`src/rtl/core/iir_df1_pkg.sv`:
```
// Shared types, widths and a helper function of the direct form I IIR filter.
`default_nettype none

package iir_df1_pkg;

  localparam int MAX_TAPS       = 5;
  localparam int SAMPLE_WIDTH   = 16;
  localparam int COEF_FRAC_BITS = 12;

  localparam int HIST_DEPTH = MAX_TAPS - 1;
  localparam int COEF_W     = 16;
  localparam int PROD_W     = SAMPLE_WIDTH + COEF_W;
  localparam int TERM_W     = PROD_W + 1;
  localparam int ACC_W      = PROD_W + $clog2(2 * MAX_TAPS) + 1;
  localparam int RND_W      = ACC_W - COEF_FRAC_BITS;

  localparam int CFG_TAPS_W = 3;
  localparam int CFG_DATA_W = 64;
  localparam int CFG_IDX_W  = 3;
  localparam int FF_LOW_N   = CFG_DATA_W / COEF_W;
  localparam int FB_N       = CFG_DATA_W / COEF_W;
  localparam int TAP_W      = $clog2(MAX_TAPS + 1);

  typedef enum logic [CFG_IDX_W-1:0] {
    REG_FF_TAPS     = 3'd0,
    REG_FB_TAPS     = 3'd1,
    REG_FF_COEF_LOW = 3'd2,
    REG_FF_COEF_HI  = 3'd3,
    REG_FB_COEF     = 3'd4
  } cfg_reg_t;

  typedef struct packed {
    logic advance;
    logic ff_en;
    logic fb_en;
  } tap_ctrl_t;

  function automatic logic [TAP_W-1:0] clamp_taps(input logic [CFG_TAPS_W-1:0] taps);
    logic [TAP_W-1:0] res;
    if (taps == '0) begin
      res = TAP_W'(1);
    end else if (int'(taps) > MAX_TAPS) begin
      res = TAP_W'(MAX_TAPS);
    end else begin
      res = TAP_W'(taps);
    end
    return res;
  endfunction

endpackage

`default_nettype wire

```
`src/rtl/core/iir_df1_out.sv`:
```
// Output stage: round, saturate and hold the result transaction.
`default_nettype none

module iir_df1_out
  import iir_df1_pkg::*;
(
  input  wire logic                            clk,
  input  wire logic                            rst_n,
  input  wire logic                            load,
  input  wire logic signed [ACC_W-1:0]         acc,
  input  wire logic                            out_ready,
  output logic                                 slot_free,
  output logic signed [SAMPLE_WIDTH-1:0]       y_new,
  output logic                                 out_valid,
  output logic signed [SAMPLE_WIDTH-1:0]       out_sample,
  output logic                                 out_clipped
);

  localparam logic signed [RND_W-1:0] SAT_MAX =
    RND_W'((64'sd1 <<< (SAMPLE_WIDTH - 1)) - 64'sd1);
  localparam logic signed [RND_W-1:0] SAT_MIN = -SAT_MAX - RND_W'(1);
  localparam logic signed [ACC_W-1:0] RND_HALF = ACC_W'(1) <<< (COEF_FRAC_BITS - 1);

  logic signed [ACC_W-1:0]        acc_rnd;
  logic signed [RND_W-1:0]        shifted;
  logic                           clip_new;
  logic                           valid_r, valid_nxt;
  logic signed [SAMPLE_WIDTH-1:0] sample_r, sample_nxt;
  logic                           clip_r, clip_nxt;

  assign acc_rnd = acc + RND_HALF;
  assign shifted = acc_rnd[ACC_W-1:COEF_FRAC_BITS];

  always_comb begin
    clip_new = 1'b0;
    y_new    = shifted[SAMPLE_WIDTH-1:0];
    if (shifted > SAT_MAX) begin
      y_new    = SAT_MAX[SAMPLE_WIDTH-1:0];
      clip_new = 1'b1;
    end else if (shifted < SAT_MIN) begin
      y_new    = SAT_MIN[SAMPLE_WIDTH-1:0];
      clip_new = 1'b1;
    end
  end

  assign slot_free = !valid_r || out_ready;

  always_comb begin
    valid_nxt  = valid_r;
    sample_nxt = sample_r;
    clip_nxt   = clip_r;
    if (load) begin
      valid_nxt  = 1'b1;
      sample_nxt = y_new;
      clip_nxt   = clip_new;
    end else if (out_ready) begin
      valid_nxt = 1'b0;
    end
  end

  always_ff @(posedge clk) begin
    if (!rst_n) begin
      valid_r <= 1'b0;
    end else begin
      valid_r <= valid_nxt;
    end
  end

  always_ff @(posedge clk) begin
    sample_r <= sample_nxt;
    clip_r   <= clip_nxt;
  end

  assign out_valid   = valid_r;
  assign out_sample  = sample_r;
  assign out_clipped = clip_r;

  a_load_needs_slot: assert property (@(posedge clk) disable iff (!rst_n)
    load |-> slot_free)
    else $error("result loaded while a stalled transaction is held");

  a_load_sets_valid: assert property (@(posedge clk) disable iff (!rst_n)
    load |=> valid_r)
    else $error("loaded result not presented");

  a_clip_at_rail: assert property (@(posedge clk) disable iff (!rst_n)
    (valid_r && clip_r) |-> (sample_r == SAT_MAX[SAMPLE_WIDTH-1:0] ||
                             sample_r == SAT_MIN[SAMPLE_WIDTH-1:0]))
    else $error("clipped result not at a saturation rail");

  a_unclipped_in_range: assert property (@(posedge clk) disable iff (!rst_n)
    (load && !clip_new) |-> (shifted <= SAT_MAX && shifted >= SAT_MIN))
    else $error("out-of-range result not flagged as clipped");

endmodule

`default_nettype wire

```
`config.mk`:
```
export PLATFORM = sky130hd
export DESIGN_NAME = iir_df1_out
export DESIGN_NICKNAME = d
export VERILOG_FILES = /design/src/rtl/core/iir_df1_pkg.sv /design/src/rtl/core/iir_df1_out.sv
export SDC_FILE = /design/constraint.sdc
export NUM_CORES = 1
export LEC_CHECK = 0
export ABC_AREA = 0
export BUFFER_PORTS_ARGS = -buffer_cell sky130_fd_sc_hd__buf_2
export CORE_MARGIN = 1.5
export CORE_UTILIZATION = 39
export DETAILED_ROUTE_END_ITERATION = 6
export PLACE_DENSITY = 0.75
export SKIP_CTS_REPAIR_TIMING = 1
export SLEW_MARGIN = 20
export SYNTH_ARGS = -nofsm -noshare
export SYNTH_HDL_FRONTEND = slang
export SYNTH_SLANG_ARGS = --single-unit
```
`constraint.sdc`:
```
create_clock -name clk -period 1.76 [get_ports clk]
set_input_delay 0.176 -clock clk [delete_from_list [all_inputs] [get_ports clk]]
set_output_delay 0.176 -clock clk [all_outputs]
set_load 0.03 [all_outputs]
```
==> summary.txt <==
Run status: finished, violations left
Failing checks: setup timing
Max incr delay on CP: 0.45 ns
Grt ovf: 0
Cell count after synthesis: 128
Final Slew Violations: 0
Worst EP required: 1.58 ns
Clk buf depth: 2
Max Fclk: 0.445 GHz
Hold violation count in the final report: 0
RSZ-0062 raised after global routing: yes
First drt pass iteration count: 4
Root Driver: clkbuf_4
GRT Total Usage: 21.6%
Top Family by Delay on Critical Path: compound AO/OA/AOI/OAI gates
Number of buffers and inverters on the critical path: 4
Fraction of layout cells with a size suffix above 1: 63.7%
Crit path launch type: primary input
Maximum VDD drop: 236 uV
Crit path max-delay cell type: or3_4
Asr flop ratio synth: 0%
Clk_lat worst skew: 0.28 ns
I/O Buffers: 64
Routed Antenna Nets: 0
Clk sinks: 18
Cell taking the most area after synthesis: edfxtp_1
Final WS setup: -0.489 ns
Distinct cell type count after synthesis: 43
WL per Instance: 17.7 um
Number of global-route vias before repair: 1428
First-pass GRT wire length: 6.04 mm
I/O Pins: 76
Die Width: 61.0 um
Crit path DAT: 2.07 ns
Placer congestion estimate: 0.910
CP dominant cell by count: buf_6
Mapped Area: 1310 um2
Pwr Total: 1.34 mW
Most frequent cell after synthesis: edfxtp_1
Initial DRC count: 80
Total core area: 3130 um2
DIE AREA: 3720 um2
Dpl cell area: 2150 um2
Inst Count DP: 274
H-tree depth: 1
Ranking of synthesized cells by area: edfxtp_1, xor2_1, a31oi_1
Syn_area_per_cell: 10.2 um2
Seq cells post-synth: 18
Hold Path Class: in -> reg
Clk pin slew, worst setup/hold paths: 0.10 ns
Most used flip-flop cell after synthesis: edfxtp_1
Largest net degree at the start of global routing: 19
Max FO, Critical Path: 5
Worst-Margin Slew: 0.450 ns
Initial Utilization: 41.9%
Slew HR: 69.1%
TritonCTS clock tree: built
Pre-CTS setup slack: -0.642 ns
Post-Syn Nets: 170
Die Height: 61.0 um
Crit path cell chain: buf_2, buf_4, nand4_1, or3_4, a221oi_4, a21oi_4, buf_6, a31oi_4, buf_6
Antenna cells: 0
Via density: 5.64
Post-Layout Cell Count: 289
Synthesis-to-finish area growth: 97.2%
EDFF count, synth: 17
Share of the synthesized area in the top cell type: 39.0%
Total wire length: 5.13 mm
Tcrit/Tclk final: 128%
Layout Utilization: 82.6%
Worst-case clock skew: 0 ns
Final non-filler cell area: 2580 um2
Critical path class: in -> out
Crit end category: output pin
Leakage: 1.06 nW
Post-route DRC: 0
Power Dens Cells: 518 nW/um2
Top post-synthesis cells by count: edfxtp_1, nand2_1, xor2_1
WHS: 0.131 ns
Post-synthesis sequential area ratio: 40.5%
Final nets: 288
Setup violations, final: 31
DR vias: 1629
HPWL after detailed placement: 3.11 mm
Min cycle time layout: 2.25 ns
FP Rows: 20
Setup TNS: -8.26 ns
MaxCap Viol Count: 0
Yosys warning count: 0
Initial antenna violation count: 0
TritonCTS buffer count: 3
per-layer routing:
| metal | track usage (%) | vias up | share of wire (%) |
|---|---|---|---|
| li1 | - | 742 | - |
| met1 | 24.1 | 782 | 38 |
| met2 | 41.8 | 84 | 53 |
| met3 | 1.92 | 21 | 4.5 |
| met4 | 8.07 | 0 | 4.2 |
| met5 | 0 | - | 0 |
power by group:
part / internal (mW) / switching (mW) / leakage, nW
combinational: 0.259 / 0.344 / 0.868
sequential: 0.509 / 0.00937 / 0.175
clock: 0.0880 / 0.129 / 0.0150
total: 0.856 / 0.483 / 1.06
logic make-up (layout without fill, tap and decap cells):
| group | Yosys count | in the layout | synth area share [%] |
|---|---|---|---|
| xor gates and xnor gates | 17 | 17 | 11.4 |
| buffers and inverters | 7 | 124 | 3.06 |
| and+or+nand+nor | 51 | 51 | 23.8 |
| AOI/OAI and AO/OA | 33 | 33 | 19.6 |
| DFF | 18 | 18 | 40.5 |
| adders and majority gates | 1 | 1 | 0.955 |
| muxes | 1 | 1 | 0.764 |
flip-flops by register name, indices dropped and copies added (netlist names):
name and cells:
out_sample 16, out_clipped 1, out_valid 1
cell type report:
type                            count  area [um2]
Multi-Input combinational cell    103        1010
Timing Repair Buffer              117         950
Fill cell                         167         544
Inverter                            3        13.8
Tap cell                           44        55.1
Clock buffer                        4        26.3
Sequential cell                    18         531
cell usage in the layout (no fill, tap or decap), types with 3 or more instances in the layout:
master	count
and2_1	5
a31oi_4	13
edfxtp_1	17
nand4_1	7
buf_12	3
buf_4	44
and4_4	4
nand2_1	11
buf_6	27
xnor2_1	6
clkbuf_4	3
buf_2	41
and3_4	3
nor2_1	4
o211ai_1	3
xor2_1	10
nand3_1	4
worst paths after layout:
path	start	endpoint	slack, ns	cells after the start
setup / recovery	acc[24]	y_new[1]	-0.49	9
hold / removal	rst_n	out_valid	0.13	2
hold reg to reg	out_valid	out_valid	0.52	2
setup reg to reg	out_valid	out_valid	1.14	2
Note: power is estimated with default switching activity, not from simulation.
