File: config.mk
export PLATFORM = sky130hd
export DESIGN_NAME = iir_df1_tap
export DESIGN_NICKNAME = d
export VERILOG_FILES = /design/src/rtl/core/iir_df1_pkg.sv /design/src/rtl/core/iir_df1_tap.sv
export SDC_FILE = /design/constraint.sdc
export NUM_CORES = 2
export LEC_CHECK = 0
export BUFFER_PORTS_ARGS = -buffer_cell sky130_fd_sc_hd__clkbuf_2
export CORE_MARGIN = 2
export CORE_UTILIZATION = 45
export DETAILED_ROUTE_END_ITERATION = 10
export GPL_TIMING_DRIVEN = 0
export PLACE_DENSITY = 0.58
export SLEW_MARGIN = 20
export SYNTH_ARGS = -nofsm -noshare
export SYNTH_HDL_FRONTEND = slang
export SYNTH_SLANG_ARGS = --single-unit
File: constraint.sdc
create_clock -name clk -period 12.7 [get_ports clk]
set_input_delay 0 -clock clk [delete_from_list [all_inputs] [get_ports clk]]
set_output_delay 0 -clock clk [all_outputs]
set_load 0.005 [all_outputs]
File: src/rtl/core/iir_df1_pkg.sv
// Shared types, widths and a helper function of the direct form I IIR filter.
`default_nettype none

package iir_df1_pkg;

  localparam int MAX_TAPS       = 5;
  localparam int SAMPLE_WIDTH   = 16;
  localparam int COEF_FRAC_BITS = 12;

  localparam int HIST_DEPTH = MAX_TAPS - 1;
  localparam int COEF_W     = 16;
  localparam int PROD_W     = SAMPLE_WIDTH + COEF_W;
  localparam int TERM_W     = PROD_W + 1;
  localparam int ACC_W      = PROD_W + $clog2(2 * MAX_TAPS) + 1;
  localparam int RND_W      = ACC_W - COEF_FRAC_BITS;

  localparam int CFG_TAPS_W = 3;
  localparam int CFG_DATA_W = 64;
  localparam int CFG_IDX_W  = 3;
  localparam int FF_LOW_N   = CFG_DATA_W / COEF_W;
  localparam int FB_N       = CFG_DATA_W / COEF_W;
  localparam int TAP_W      = $clog2(MAX_TAPS + 1);

  typedef enum logic [CFG_IDX_W-1:0] {
    REG_FF_TAPS     = 3'd0,
    REG_FB_TAPS     = 3'd1,
    REG_FF_COEF_LOW = 3'd2,
    REG_FF_COEF_HI  = 3'd3,
    REG_FB_COEF     = 3'd4
  } cfg_reg_t;

  typedef struct packed {
    logic advance;
    logic ff_en;
    logic fb_en;
  } tap_ctrl_t;

  function automatic logic [TAP_W-1:0] clamp_taps(input logic [CFG_TAPS_W-1:0] taps);
    logic [TAP_W-1:0] res;
    if (taps == '0) begin
      res = TAP_W'(1);
    end else if (int'(taps) > MAX_TAPS) begin
      res = TAP_W'(MAX_TAPS);
    end else begin
      res = TAP_W'(taps);
    end
    return res;
  endfunction

endpackage

`default_nettype wire

File: src/rtl/core/iir_df1_tap.sv
// One delay cell of the filter: holds x[n-k] and y[n-k] and forms its weighted term.
`default_nettype none

module iir_df1_tap
  import iir_df1_pkg::*;
(
  input  wire logic                            clk,
  input  wire logic                            rst_n,
  input  wire tap_ctrl_t                       ctrl,
  input  wire logic signed [COEF_W-1:0]        coef_b,
  input  wire logic signed [COEF_W-1:0]        coef_a,
  input  wire logic signed [SAMPLE_WIDTH-1:0]  x_prev,
  input  wire logic signed [SAMPLE_WIDTH-1:0]  y_prev,
  output logic signed [SAMPLE_WIDTH-1:0]       x_hold,
  output logic signed [SAMPLE_WIDTH-1:0]       y_hold,
  output logic signed [TERM_W-1:0]             term
);

  logic signed [SAMPLE_WIDTH-1:0] x_r, x_nxt;
  logic signed [SAMPLE_WIDTH-1:0] y_r, y_nxt;
  logic signed [PROD_W-1:0]       ff_prod;
  logic signed [PROD_W-1:0]       fb_prod;
  logic signed [TERM_W-1:0]       ff_term;
  logic signed [TERM_W-1:0]       fb_term;

  always_comb begin
    x_nxt = x_r;
    y_nxt = y_r;
    if (ctrl.advance) begin
      x_nxt = x_prev;
      y_nxt = y_prev;
    end
  end

  always_ff @(posedge clk) begin
    if (!rst_n) begin
      x_r <= '0;
      y_r <= '0;
    end else begin
      x_r <= x_nxt;
      y_r <= y_nxt;
    end
  end

  assign ff_prod = coef_b * x_r;
  assign fb_prod = coef_a * y_r;
  assign ff_term = ctrl.ff_en ? {ff_prod[PROD_W-1], ff_prod} : '0;
  assign fb_term = ctrl.fb_en ? {fb_prod[PROD_W-1], fb_prod} : '0;
  assign term    = ff_term - fb_term;

  assign x_hold = x_r;
  assign y_hold = y_r;

endmodule

`default_nettype wire

==> results list <==
- The run finished with clean final reports.
* Number of hold violations in the final report: 0
- Required time at the endpoint of the critical path: 12.70 ns
- Number of storage elements in the synthesis netlist: 32
- Transition at the pin with the smallest max-transition slack: 1.04 ns
* Element type at the critical path start: register
- Fill cells: 4922
* GPL Wtd Cong: 0.929
- Summed instance area of the synthesized netlist: 0.0226 mm2
- Largest stage delay, worst path: 0.70 ns
- After global routing the overflow that remains totals 0.
- The floorplan step defined a die boundary enclosing 0.0521 mm2.
- Summed over all instances, the cell type with the most area after synthesis is sky130_fd_sc_hd__fa_1.
- Fraction of post-synthesis cell area in the top cell type by area: 0.465
* Maximum achievable frequency: 107 MHz
* Reg clk slew, reported paths: 0.06 ns
* Global-route wire length before repair: 97.6 mm
- The HPWL after detailed placement is 52.0 mm.
- Floorplan row count: 82
* Non-Filler Instances: 3383
- Number of synthesized flops with an enable pin: 0
- The critical path in this run is classified as register to output pin.
* H-tree lvl count: 2
* Time the worst path needs with I/O delays and setup: 9.37 ns
* Maximum Capacitance Violations: 0
- For this run, the register share of the synthesized area comes to 0.0283.
* Final setup violating endpoints: 0
- Clock tree from TritonCTS: done
* CTS Buffer Depth: 2
- Post-CTS repair changed the size of 0 cells.
- Of the cells placed in the final design, the portion with a size suffix greater than 1 is 0.0594.
- For the final database, setup skew stands at 0 ns.
- Routed len/inst: 17.5 um
- Total wire length after detailed routing: 59.1 mm
- Final layout net count: 3500
* Buffer count from post-CTS setup fixing: 0
- Starting Density: 0.454
* Final Max Tran Viols: 0
- For this design the top-level I/O count stands at 134.
* Yosys cell types: 63
- Data arrival time of the worst path: 9.37 ns
* Static leakage: 12.8 nW
- Share of flip-flops with an asynchronous set or reset after synthesis: 0
- The number of global-route vias before repair was 18400.
- Cts-stage hold buffer count: 30
- Vias post-DR: 17400
- Including well taps, the total number of placed cells is 3345.
- For this run, the number of Yosys warnings is 0.
- When the netlist entered floorplanning its net count stood at 3331.
- Cts bufs inserted: 5
- In the synthesized netlist, the number of instances is 2541.
- Maximum fanout count along the critical path: 10
- Mapped Avg Cell Area: 8.90 um2
- In the finished design, the share of the clock period the worst path needs comes to 0.738.
* Most frequent cells in the layout: 594 x sky130_fd_sc_hd__inv_1, 525 x sky130_fd_sc_hd__fa_1, 292 x sky130_fd_sc_hd__nand2_1, 247 x sky130_fd_sc_hd__and2_1, 196 x sky130_fd_sc_hd__ha_1
* Initial antenna violation count: 0
- Power Dens Cells: 229 mW/mm2
- For this run, the leading register cell type out of synthesis is sky130_fd_sc_hd__dfxtp_1.
- Vertical extent of the die: 228 um
- In this run the remaining antenna-violating nets after routing total 0.
- Most prevalent standard cell on the critical path: sky130_fd_sc_hd__fa_1
- Post-Route Utilization: 0.493
* Chip width: 228 um
* I/O Buffers: 132
* Endpoint type of the worst setup path: output pin
* Class of the worst hold path: input pin to register
* Leading post-synthesis cells by cell area: sky130_fd_sc_hd__fa_1 46%, sky130_fd_sc_hd__ha_1 11%, sky130_fd_sc_hd__inv_1 9.9%
- In the global route stage, overall resource usage came out at 0.238.
- Relative area change from synthesis to final layout: 8.65%
* CTS sink cnt: 32
- Leaving out fill and tap cells, the most frequent cell in the layout is sky130_fd_sc_hd__inv_1.
- Across the VDD grid, the largest voltage drop is 646 uV.
* Number of DRC markers in iteration 0: 888
- Placeable core region: 0.0499 mm2
* Clock latency at the later pin of the worst-skew pair: 0.30 ns
* Pin count of the biggest net entering global routing: 11
* Library cell contributing the largest single delay on the critical path: sky130_fd_sc_hd__dfxtp_1
- Summing internal, switching and leakage power gives 5.63 mW.
* TNS Setup: 0 ns
- Setup repair after global routing missed its margin: false
- In this run the tightest slew margin relative to its limit is 0.308.
* # DRC: 0
- Worst reg-to-reg setup slack: 11.60 ns
- Root Buffer: sky130_fd_sc_hd__clkbuf_16
- After detailed routing, the number of vias per cell comes to 5.13.
- The pre-antenna-repair detailed-routing pass consisted of 7 iterations.
## worst max-delay path: cells and delay by family (launching register included)
family	cells	cell delay, ns
compound gates	8	2.20
flops	1	0.70
fa+ha+maj	8	3.48
simple gates	6	1.25
buf+inv	8	1.12
xor+xnor	2	0.30
## through the flow
stage               instance area, um2  hold slack (ns)  worst slack [ns]
finish                           24600           0.0209              3.33
floorplan                        22600            0.128              5.00
global route                     24600           0.0644              2.82
detailed placement               24100            0.268              3.71
global placement                 24100            0.256              3.77
CTS                              24600          0.00387              3.36
## logic make-up after synthesis
group,share of synthesized area
simple gates,0.169
flops,0.0283
buf+inv,0.112
compound gates,0.0716
fa+ha+maj,0.573
mux,0.0166
xor+xnor,0.0298
## where the power goes
part	leakage [nW]	total [mW]	internal, mW	switching (mW)
sequential	0.264	0.129	0.107	0.0222
combinational	12.5	5.37	2.29	3.08
clock	0.0760	0.133	0.0824	0.0510
total	12.8	5.63	2.48	3.15
## synth_stat cells (all sizes together) (2+ instances only)
| cell | n |
|---|---|
| nor3 | 20 |
| nand3 | 18 |
| nand4 | 2 |
| a41oi | 2 |
| a311o | 4 |
| dfxtp | 32 |
| nor2 | 85 |
| a211oi | 4 |
| o22ai | 2 |
| a21boi | 4 |
| a21o | 38 |
| or3 | 5 |
| nor4b | 2 |
| xor2 | 23 |
| nor2b | 48 |
| nand3b | 3 |
| mux2i | 33 |
| o21a | 19 |
| buf | 4 |
| a2111oi | 5 |
| o31ai | 8 |
| o311ai | 3 |
| mux2 | 4 |
| nand2b | 26 |
| a31o | 3 |
| xnor2 | 54 |
| o2111ai | 4 |
| a211o | 3 |
| clkbuf | 75 |
| and2 | 247 |
| and3 | 10 |
| and4 | 2 |
| a21oi | 74 |
| inv | 594 |
| nand2 | 292 |
| fa | 525 |
| o21bai | 8 |
| nor3b | 2 |
| ha | 196 |
| o31a | 3 |
| a22o | 2 |
| o21ai | 30 |
| o211ai | 2 |
| a31oi | 11 |
## area by class of cell
class / instances / area, um2 / share of cell area
multi-input cells: 1835 / 19500 / 0.791
diodes: 1 / 2.50 / 0.000102
plain buffers: 79 / 297 / 0.0121
clock buffers: 7 / 153 / 0.00621
inverters: 595 / 2230 / 0.0909
repair buffers: 162 / 961 / 0.0391
well taps: 672 / 841 / 0.0342
flip-flops and latches: 32 / 641 / 0.0261
## registers in the layout, indices dropped and copies added (netlist names)
name / flops
x_hold: 16
y_hold: 16
## path summary, 6_finish.rpt
check                                start    endpoint  cells past startpoint
worst max-delay path             y_hold[8]    term[31]                     32
worst min register to register   y_hold[0]   y_hold[0]                      2
worst min-delay path            y_prev[13]  y_hold[13]                      3
worst max register to register  x_hold[10]  x_hold[10]                      2
## per-layer routing
layer	track usage	vias to the layer above	share of wire
met2	0.391	431	0.47
met5	0	-	0
met4	0.0498	0	0.021
met1	0.340	8902	0.45
li1	-	7963	-
met3	0.0301	64	0.058
Note: power is estimated with default switching activity, not from simulation.
